File: src/rtl/jsu_pkg.sv
// ----------------------------------------------------------------------------
// jsu_pkg
// Shared types and constants of the JSON string unescaper.
// ----------------------------------------------------------------------------
`default_nettype none

package jsu_pkg;

  // decoder modes
  typedef enum logic [2:0] {
    MODE_NORMAL  = 3'd0,
    MODE_ESC     = 3'd1,
    MODE_HEX     = 3'd2,
    MODE_WANT_BS = 3'd3,
    MODE_WANT_U  = 3'd4,
    MODE_HEX2    = 3'd5
  } mode_t;

  // result kinds as seen on the output port
  typedef enum logic [2:0] {
    KIND_DATA     = 3'd0,
    KIND_END      = 3'd1,
    KIND_BAD_ESC  = 3'd2,
    KIND_BAD_HEX  = 3'd3,
    KIND_NO_TRAIL = 3'd4
  } kind_t;

  // one queued record: everything one input byte produces
  typedef struct packed {
    kind_t       kind;
    logic        raw;  // single byte, passed through as is
    logic [20:0] cp;   // code point, or the raw byte in the low bits
  } rec_t;

  localparam logic [7:0]  CH_QUOTE  = 8'h22;
  localparam logic [7:0]  CH_BSLASH = 8'h5C;
  localparam logic [7:0]  CH_U      = 8'h75;

  localparam logic [15:0] LEAD_LO   = 16'hD800;
  localparam logic [15:0] LEAD_HI   = 16'hDBFF;
  localparam logic [20:0] PAIR_BASE = 21'h10000;
  localparam logic [20:0] CP_MAX1   = 21'h7F;
  localparam logic [20:0] CP_MAX2   = 21'h7FF;
  localparam logic [20:0] CP_MAX3   = 21'hFFFF;

  localparam logic [7:0]  LEAD2     = 8'hC0;
  localparam logic [7:0]  LEAD3     = 8'hE0;
  localparam logic [7:0]  LEAD4     = 8'hF0;
  localparam logic [7:0]  CONT      = 8'h80;

endpackage

`default_nettype wire

File: src/rtl/jsu_front.sv
// ----------------------------------------------------------------------------
// jsu_front
// Escape decoder: classifies each accepted byte and emits one record per
// byte that yields a result.
// ----------------------------------------------------------------------------
`default_nettype none

module jsu_front import jsu_pkg::*; (
  input  wire logic       clk,
  input  wire logic       rst_n,
  input  wire logic       take,
  input  wire logic [7:0] in_byte,
  output logic            push,
  output rec_t            rec
);

  mode_t       mode_r, mode_nxt;
  logic [15:0] acc_r, acc_nxt;
  logic [1:0]  cnt_r, cnt_nxt;
  logic [15:0] held_r, held_nxt;

  logic [4:0]  hex_d;   // bit 4 set: not a hex digit
  logic [8:0]  esc_d;   // bit 8 set: not a short escape
  logic [15:0] acc_new;
  logic        is_lead;
  logic [20:0] pair_cp;

  function automatic logic [4:0] hex_value(input logic [7:0] c);
    logic [4:0] v;
    if (c >= 8'h30 && c <= 8'h39)      v = 5'(c - 8'h30);
    else if (c >= 8'h61 && c <= 8'h66) v = 5'(c - 8'h57);
    else if (c >= 8'h41 && c <= 8'h46) v = 5'(c - 8'h37);
    else                               v = 5'h10;
    return v;
  endfunction

  function automatic logic [8:0] short_escape(input logic [7:0] c);
    logic [8:0] v;
    case (c)
      8'h22:   v = 9'h022;
      8'h5C:   v = 9'h05C;
      8'h2F:   v = 9'h02F;
      8'h62:   v = 9'h008;
      8'h66:   v = 9'h00C;
      8'h6E:   v = 9'h00A;
      8'h72:   v = 9'h00D;
      8'h74:   v = 9'h009;
      default: v = 9'h100;
    endcase
    return v;
  endfunction

  assign hex_d   = hex_value(in_byte);
  assign esc_d   = short_escape(in_byte);
  assign acc_new = {acc_r[11:0], hex_d[3:0]};
  assign is_lead = (acc_new >= LEAD_LO) && (acc_new <= LEAD_HI);
  assign pair_cp = PAIR_BASE + 21'({held_r[9:0], acc_new[9:0]});

  // next state
  always_comb begin
    mode_nxt = mode_r;
    acc_nxt  = acc_r;
    cnt_nxt  = cnt_r;
    held_nxt = held_r;
    if (take) begin
      // most paths fall back to normal mode with cleared state
      mode_nxt = MODE_NORMAL;
      acc_nxt  = '0;
      cnt_nxt  = '0;
      held_nxt = '0;
      case (mode_r)
        MODE_ESC: begin
          if (in_byte == CH_U) mode_nxt = MODE_HEX;
        end
        MODE_HEX, MODE_HEX2: begin
          if (!hex_d[4]) begin
            if (cnt_r != 2'd3) begin
              mode_nxt = mode_r;
              acc_nxt  = acc_new;
              cnt_nxt  = cnt_r + 2'd1;
              held_nxt = held_r;
            end else if (mode_r == MODE_HEX && is_lead) begin
              mode_nxt = MODE_WANT_BS;
              held_nxt = acc_new;
            end
          end
        end
        MODE_WANT_BS: begin
          if (in_byte == CH_BSLASH) begin
            mode_nxt = MODE_WANT_U;
            held_nxt = held_r;
          end
        end
        MODE_WANT_U: begin
          if (in_byte == CH_U) begin
            mode_nxt = MODE_HEX2;
            held_nxt = held_r;
          end
        end
        default: begin
          if (in_byte == CH_BSLASH) mode_nxt = MODE_ESC;
        end
      endcase
    end
  end

  // record output
  always_comb begin
    push = 1'b0;
    rec  = '{kind: KIND_DATA, raw: 1'b1, cp: 21'(in_byte)};
    if (take) begin
      case (mode_r)
        MODE_ESC: begin
          if (in_byte != CH_U) begin
            push = 1'b1;
            if (esc_d[8]) rec.kind = KIND_BAD_ESC;
            else          rec.cp   = 21'(esc_d[7:0]);
          end
        end
        MODE_HEX, MODE_HEX2: begin
          if (hex_d[4]) begin
            push     = 1'b1;
            rec.kind = KIND_BAD_HEX;
          end else if (cnt_r == 2'd3) begin
            rec.raw = 1'b0;
            if (mode_r == MODE_HEX2) begin
              push   = 1'b1;
              rec.cp = pair_cp;
            end else if (!is_lead) begin
              push   = 1'b1;
              rec.cp = 21'(acc_new);
            end
          end
        end
        MODE_WANT_BS: begin
          if (in_byte != CH_BSLASH) begin
            push     = 1'b1;
            rec.kind = KIND_NO_TRAIL;
          end
        end
        MODE_WANT_U: begin
          if (in_byte != CH_U) begin
            push     = 1'b1;
            rec.kind = KIND_NO_TRAIL;
          end
        end
        default: begin
          if (in_byte == CH_QUOTE) begin
            push     = 1'b1;
            rec.kind = KIND_END;
          end else if (in_byte != CH_BSLASH) begin
            push = 1'b1;
          end
        end
      endcase
    end
  end

  always_ff @(posedge clk) begin
    if (!rst_n) begin
      mode_r <= MODE_NORMAL;
      acc_r  <= '0;
      cnt_r  <= '0;
      held_r <= '0;
    end else begin
      mode_r <= mode_nxt;
      acc_r  <= acc_nxt;
      cnt_r  <= cnt_nxt;
      held_r <= held_nxt;
    end
  end

endmodule

`default_nettype wire

File: src/rtl/jsu_fifo.sv
// ----------------------------------------------------------------------------
// jsu_fifo
// Small record queue between the decoder and the byte serializer.
// ----------------------------------------------------------------------------
`default_nettype none

module jsu_fifo import jsu_pkg::*; #(
  parameter int DEPTH = 4
) (
  input  wire logic clk,
  input  wire logic rst_n,
  input  wire logic push,
  input  rec_t      wdata,
  input  wire logic pop,
  output rec_t      rdata,
  output logic      empty,
  output logic      full
);

  localparam int AW = (DEPTH > 1) ? $clog2(DEPTH) : 1;

  rec_t          mem [DEPTH];
  logic [AW-1:0] wr_ptr_r, wr_ptr_nxt;
  logic [AW-1:0] rd_ptr_r, rd_ptr_nxt;
  logic [AW:0]   count_r, count_nxt;

  assign empty = (count_r == '0);
  assign full  = (count_r == (AW+1)'(DEPTH));
  assign rdata = mem[rd_ptr_r];

  always_comb begin
    wr_ptr_nxt = wr_ptr_r;
    rd_ptr_nxt = rd_ptr_r;
    if (push) wr_ptr_nxt = (wr_ptr_r == AW'(DEPTH-1)) ? '0 : wr_ptr_r + AW'(1);
    if (pop)  rd_ptr_nxt = (rd_ptr_r == AW'(DEPTH-1)) ? '0 : rd_ptr_r + AW'(1);
    case ({push, pop})
      2'b10:   count_nxt = count_r + (AW+1)'(1);
      2'b01:   count_nxt = count_r - (AW+1)'(1);
      default: count_nxt = count_r;
    endcase
  end

  always_ff @(posedge clk) begin
    if (push) mem[wr_ptr_r] <= wdata;
  end

  always_ff @(posedge clk) begin
    if (!rst_n) begin
      wr_ptr_r <= '0;
      rd_ptr_r <= '0;
      count_r  <= '0;
    end else begin
      wr_ptr_r <= wr_ptr_nxt;
      rd_ptr_r <= rd_ptr_nxt;
      count_r  <= count_nxt;
    end
  end

`ifndef SYNTH
  a_count_bound: assert property (@(posedge clk) disable iff (!rst_n)
    count_r <= (AW+1)'(DEPTH))
    else $error("queue count above depth");

  a_no_pop_empty: assert property (@(posedge clk) disable iff (!rst_n)
    empty |-> !pop)
    else $error("serializer popped an empty queue");

  a_push_grows: assert property (@(posedge clk) disable iff (!rst_n)
    (push && !pop) |=> (count_r == $past(count_r) + (AW+1)'(1)))
    else $error("queue push lost");
`endif

endmodule

`default_nettype wire

File: src/rtl/jsu_back.sv
// ----------------------------------------------------------------------------
// jsu_back
// Serializer: turns the record at the queue head into one to four result
// transfers, UTF-8 encoding code points.
// ----------------------------------------------------------------------------
`default_nettype none

module jsu_back import jsu_pkg::*; (
  input  wire logic  clk,
  input  wire logic  rst_n,
  input  rec_t       head,
  input  wire logic  head_valid,
  input  wire logic  out_stall,
  output logic       pop,
  output logic       out_valid,
  output logic [7:0] out_byte,
  output logic [2:0] out_result_kind,
  output logic       out_last_of_run
);

  logic [1:0] idx_r, idx_nxt;
  logic [1:0] last_idx;
  logic       xfer;

  // index of the final byte of this record
  always_comb begin
    if (head.kind != KIND_DATA || head.raw || head.cp <= CP_MAX1) last_idx = 2'd0;
    else if (head.cp <= CP_MAX2)                                 last_idx = 2'd1;
    else if (head.cp <= CP_MAX3)                                 last_idx = 2'd2;
    else                                                         last_idx = 2'd3;
  end

  // byte selection
  always_comb begin
    out_byte = CONT | {2'b00, head.cp[5:0]};
    case (last_idx)
      2'd0: out_byte = (head.kind == KIND_DATA) ? head.cp[7:0] : 8'h00;
      2'd1: begin
        if (idx_r == 2'd0) out_byte = LEAD2 | {3'b000, head.cp[10:6]};
      end
      2'd2: begin
        if (idx_r == 2'd0)      out_byte = LEAD3 | {4'b0000, head.cp[15:12]};
        else if (idx_r == 2'd1) out_byte = CONT | {2'b00, head.cp[11:6]};
      end
      default: begin
        if (idx_r == 2'd0)      out_byte = LEAD4 | {5'b00000, head.cp[20:18]};
        else if (idx_r == 2'd1) out_byte = CONT | {2'b00, head.cp[17:12]};
        else if (idx_r == 2'd2) out_byte = CONT | {2'b00, head.cp[11:6]};
      end
    endcase
  end

  assign out_valid       = head_valid;
  assign out_result_kind = head.kind;
  assign out_last_of_run = (idx_r == last_idx);
  assign xfer            = head_valid && !out_stall;
  assign pop             = xfer && out_last_of_run;

  always_comb begin
    idx_nxt = idx_r;
    if (xfer) idx_nxt = out_last_of_run ? 2'd0 : idx_r + 2'd1;
  end

  always_ff @(posedge clk) begin
    if (!rst_n) idx_r <= '0;
    else        idx_r <= idx_nxt;
  end

`ifndef SYNTH
  a_idx_hold: assert property (@(posedge clk) disable iff (!rst_n)
    (out_valid && out_stall) |=> $stable(idx_r))
    else $error("serializer advanced while stalled");

  a_idx_range: assert property (@(posedge clk) disable iff (!rst_n)
    out_valid |-> (idx_r <= last_idx))
    else $error("serializer index past record end");

  a_idle_idx: assert property (@(posedge clk) disable iff (!rst_n)
    !out_valid |-> (idx_r == 2'd0))
    else $error("serializer index not cleared between records");
`endif

endmodule

`default_nettype wire

File: src/rtl/json_string_unescape_utf8.sv
// Path: each decoded record is written into the record queue, and its result appears on out_* from the queue head.
// Throughput: one input byte per cycle while the record queue has room.
// Output: one transfer per cycle while out_stall is low; a \u code point
// gives 1 to 4 bytes; in_stall rises only when QUEUE_DEPTH records are queued.
// Reset: synchronous, active-low rst_n empties the queue and returns the
// decoder to normal mode with cleared hex and surrogate state.
// ----------------------------------------------------------------------------
// json_string_unescape_utf8
// JSON string body unescaper: decodes escapes and surrogate pairs and emits
// UTF-8 bytes, string ends and error codes.
// ----------------------------------------------------------------------------
`default_nettype none

module json_string_unescape_utf8 import jsu_pkg::*; #(
  parameter int QUEUE_DEPTH = 4
) (
  input  wire logic       clk,
  input  wire logic       rst_n,
  // input byte channel
  input  wire logic       in_valid,
  output logic            in_stall,
  input  wire logic [7:0] in_byte,
  // result channel
  output logic            out_valid,
  input  wire logic       out_stall,
  output logic [7:0]      out_byte,
  output logic [2:0]      out_result_kind,
  output logic            out_last_of_run
);

  logic take;       // input transfer this cycle
  logic push;       // decoder produced a record
  rec_t rec;
  rec_t head;
  logic q_empty;
  logic q_full;
  logic pop;

  // The queue count is registered, so in_stall never waits on out_stall.
  assign in_stall = q_full;
  assign take     = in_valid && !in_stall;

  // front: one byte a cycle through the escape state machine while in_stall is low
  jsu_front u_front (
    .clk     (clk),
    .rst_n   (rst_n),
    .take    (take),
    .in_byte (in_byte),
    .push    (push),
    .rec     (rec)
  );

  // record queue decoupling the decoder from the serializer
  jsu_fifo #(
    .DEPTH (QUEUE_DEPTH)
  ) u_fifo (
    .clk   (clk),
    .rst_n (rst_n),
    .push  (push),
    .wdata (rec),
    .pop   (pop),
    .rdata (head),
    .empty (q_empty),
    .full  (q_full)
  );

  // back: UTF-8 byte serializer, pops a record after its last byte
  jsu_back u_back (
    .clk             (clk),
    .rst_n           (rst_n),
    .head            (head),
    .head_valid      (!q_empty),
    .out_stall       (out_stall),
    .pop             (pop),
    .out_valid       (out_valid),
    .out_byte        (out_byte),
    .out_result_kind (out_result_kind),
    .out_last_of_run (out_last_of_run)
  );

endmodule

`default_nettype wire
File: config.mk
export PLATFORM = sky130hd
export DESIGN_NAME = json_string_unescape_utf8
export DESIGN_NICKNAME = d
export VERILOG_FILES = /design/src/rtl/jsu_pkg.sv /design/src/rtl/jsu_front.sv /design/src/rtl/jsu_fifo.sv /design/src/rtl/jsu_back.sv /design/src/rtl/json_string_unescape_utf8.sv
export SDC_FILE = /design/constraint.sdc
export NUM_CORES = 1
export LEC_CHECK = 0
export ABC_AREA = 1
export ABC_CLOCK_PERIOD_IN_PS = 2700
export BUFFER_PORTS_ARGS = -buffer_cell sky130_fd_sc_hd__buf_2
export CAP_MARGIN = 5
export CORE_MARGIN = 3
export CORE_UTILIZATION = 56
export DETAILED_ROUTE_END_ITERATION = 12
export HOLD_SLACK_MARGIN = 0.05
export PLACE_DENSITY = 0.72
export SLEW_MARGIN = 40
export SYNTH_ARGS = -nofsm -noshare
export SYNTH_HDL_FRONTEND = slang
export SYNTH_SLANG_ARGS = --single-unit
File: constraint.sdc
create_clock -name clk -period 2.7 [get_ports clk]
set_input_delay 0.27 -clock clk [delete_from_list [all_inputs] [get_ports clk]]
set_output_delay 0.27 -clock clk [all_outputs]
set_load 0.03 [all_outputs]
==> flow_summary.json <==
{
  "dp_cells": 1063,
  "clockBufferDepth": 2,
  "comb_power_share": 0.467,
  "place.gp.congestion": 1.01,
  "first_global_vias": 6564,
  "synth_edf_count": 100,
  "rows": 40,
  "synth.distinct_cells": 51,
  "crit_required_ns": 2.43,
  "p_sw_w": 0.00345,
  "grt_usage": 0.301,
  "powerDensity_nw_per_um2": 958,
  "hold_violations": 0,
  "max_freq_ghz": 0.310,
  "path_buf_inv": 5,
  "skew_ns": 0.00890,
  "drt-total-wl_um": 21000,
  "cap_viol_max_count": 0,
  "drt_iter0_drc": 532,
  "cts_tree": "done",
  "grt.overflow.total": 0,
  "area_growth_pct": 30.8,
  "cpPeakStageDelay_ns": 0.41,
  "globalRoute.busiestLayer": "met2",
  "die_w_um": 120,
  "worst_path_dominant_cell_family": "simple AND/OR/NAND/NOR gates",
  "drive_gt1_frac": 0.328,
  "num_vias": 6493,
  "worst-r2r-setup-slack_ns": -0.27,
  "synth.net_count": 842,
  "reg2reg_to": "u_fifo.count_r[2]",
  "maxSlewHeadroom": 0.593,
  "portBuffers": 25,
  "place_area_um2": 8230,
  "min_to": "u_fifo.mem[3][6]",
  "ant_nets": 0,
  "core_um2": 12400,
  "p_leak_nw": 3.83,
  "synthesis.area_um2": 7270,
  "tns_ns": -4.75,
  "netlist.area_leader.share": 0.413,
  "violations": "negative setup slack",
  "synth_top_area_cell": "edfxtp_1",
  "drc_errors": 0,
  "holdPathStages": 3,
  "dieArea_um2": 14400,
  "clkPwrFrac": 0.250,
  "yosys_register_bits": 138,
  "dp_hpwl_um": 13600,
  "intPower_w": 0.00566,
  "synthCells": 810,
  "vdd_ir_drop_max_mv": 0.531,
  "tightest_slew_ns": 0.605,
  "avgSynthCellArea_um2": 8.98,
  "clk_pin_slew_ns": 0.06,
  "cp.arrival_ns": 2.96,
  "io_pins": 26,
  "viasPerCell": 5.76,
  "start_kind": "register",
  "clock_sinks": 138,
  "rsz0062_at_grt": "true",
  "synth_ff_type": "edfxtp_1",
  "ctsRootBufferMaster": "clkbuf_16",
  "final_util": 0.770,
  "grt_use_met1": 0.374,
  "final_common_cell": "nand2_1",
  "use_met2": 0.512,
  "insertion_delay_ns": 0.43,
  "antenna_found_initial": 0,
  "finalCritPeriodShare": 1.20,
  "final_cell_mix": "nand2_1, buf_4, edfxtp_1",
  "fin_nets": 979,
  "yosysWarnings": 0,
  "fill_cells": 824,
  "path_class": "register to primary output",
  "slowest_stage": "dfxtp_4",
  "fin_ws_ns": -0.529,
  "use_met3": 0.0622,
  "start_util": 0.588,
  "synthTopCellsByArea": "edfxtp_1, nand2_1, dfxtp_1",
  "cp_cell_sequence": "inv_8 -> buf_16 -> nand2_1 -> nand3_1 -> nand2_2 -> nand2_2 -> nor2_4 -> nand3_4 -> nand3_4 -> buf_6 -> ha_4 -> nand4_1 -> buf_4 -> o32ai_4 -> buf_6",
  "endpoint_kind": "primary output",
  "seq_area_um2": 3770,
  "p_sw_frac": 0.379,
  "grt_first_pass_wirelength_um": 33500,
  "cp_max_fo": 12,
  "async_flop_share": 0,
  "multiInputGateArea_um2": 3390,
  "wire_per_inst_um": 18.6,
  "hold_path_startpoint": "in_byte[6]",
  "drv_slew": 0,
  "fin_cells": 1128,
  "synth_seq_area_share": 0.518,
  "hold_slack_ns": 0.297,
  "hold_path.class": "primary input to register",
  "insertedDiodeCount": 0,
  "design_area_um2": 9510,
  "cts_max_level": 4,
  "fin_crit_ns": 3.23,
  "holdBufCountCts": 0,
  "die_y_um": 120,
  "dr.pass1.iters": 5,
  "pwr-share-seq": 0.283,
  "outcome": "complete, but fails checks",
  "setup_viol": 11,
  "reg2reg_depth": 21,
  "cts_buffers": 17,
  "grt_max_degree": 31
}
## power by group through the flow
stage	combinational, W	sequential, W	clock, W
finish	0.00425	0.00258	0.00228
global route	0.00453	0.00259	0.00241
floorplan	0.00198	0.00256	0
detailed placement	0.00314	0.00259	0
global placement	0.00307	0.00258	0
CTS	0.00395	0.00257	0.00229
## registers in the layout (all words and copies together), names as in the netlist, named ones only
signal	cells
u_front.mode_r	3
u_front.cnt_r	2
u_fifo.mem	100
u_front.held_r	10
u_fifo.count_r	3
u_fifo.wr_ptr_r	2
u_back.idx_r	2
u_fifo.rd_ptr_r	2
u_front.acc_r	12
## final cells by class
type	count	share of cell area
Clock buffer	19	0.0455
Clock inverter	13	0.0149
Inverter	83	0.0337
Multi-Input combinational cell	561	0.356
Sequential cell	138	0.396
Tap cell	168	0.0221
Timing Repair Buffer	146	0.132
## worst max-delay path by stage
stage / from / slack (ns) / cells after the start / to
6_report: register / -0.53 / 15 / out_byte[6]
5_1_grt: register / -0.69 / 17 / out_byte[0]
4_1_cts: register / -0.41 / 15 / out_byte[6]
3_5_place_dp: register / -0.25 / 16 / out_byte[0]
3_3_place_gp: register / -0.12 / 16 / out_byte[1]
2_1_floorplan: u_front.mode_r[0] / -0.19 / 8 / u_fifo.mem[0][0]
## cells in the mapped netlist (4+ instances only)
cell type / count
a21oi_1: 36
a31oi_1: 4
buf_2: 6
buf_4: 4
buf_6: 9
clkbuf_1: 8
clkinv_1: 5
dfxtp_1: 38
edfxtp_1: 100
ha_1: 19
inv_1: 67
inv_2: 9
nand2_1: 209
nand2_2: 11
nand2_4: 4
nand3_1: 86
nand3_2: 5
nand4_1: 12
nor2_1: 46
nor2_4: 7
nor3_1: 8
o211ai_1: 6
o21ai_0: 47
o21ai_1: 8
o21ai_2: 7
o22ai_1: 8
o32ai_1: 6
## cells by family (layout without fill, tap and decap cells)
| family | after synthesis | in the layout | share of synthesized area |
|---|---|---|---|
| simple gates | 403 | 403 | 0.262 |
| flops | 138 | 138 | 0.518 |
| compound gates | 137 | 137 | 0.114 |
| buf+inv | 111 | 261 | 0.0702 |
| fa+ha+maj | 20 | 20 | 0.0354 |
| xor+xnor | 1 | 1 | 0.00120 |
## worst reg2reg max path, cell delays in order, from the launching register on
cell	delay, ns
dfxtp_4	0.41
inv_8	0.07
buf_16	0.15
nand2_1	0.08
nand3_1	0.11
nand2_2	0.11
nand2_2	0.08
nor2_4	0.19
nand3_4	0.13
nand3_4	0.14
buf_4	0.12
nand2_2	0.04
nand2_2	0.10
nand3_4	0.09
inv_2	0.07
ha_4	0.12
inv_2	0.04
fa_2	0.36
a21oi_2	0.17
o21ai_2	0.09
o21ai_1	0.15
a21oi_1	0.06
## metal layers
layer	share of wire	up-vias
li1	-	3058
met1	0.40	3102
met2	0.51	275
met3	0.064	58
met4	0.030	0
met5	0	-
## repair_timing
action	4_1_cts	5_1_grt
setup endpoints to repair	10	14
gates resized for setup	86	31
setup buffers	29	2
pin swaps	20	22
gates cloned	2	0
## stage by stage
stage	power (W)	setup slack, ns
after floorplan	0.00455	-0.190
after global placement	0.00565	-0.124
after detailed placement	0.00574	-0.255
after CTS	0.00881	-0.407
after global routing	0.00953	-0.687
final	0.00911	-0.529
Power figures use the tool's default switching activity.
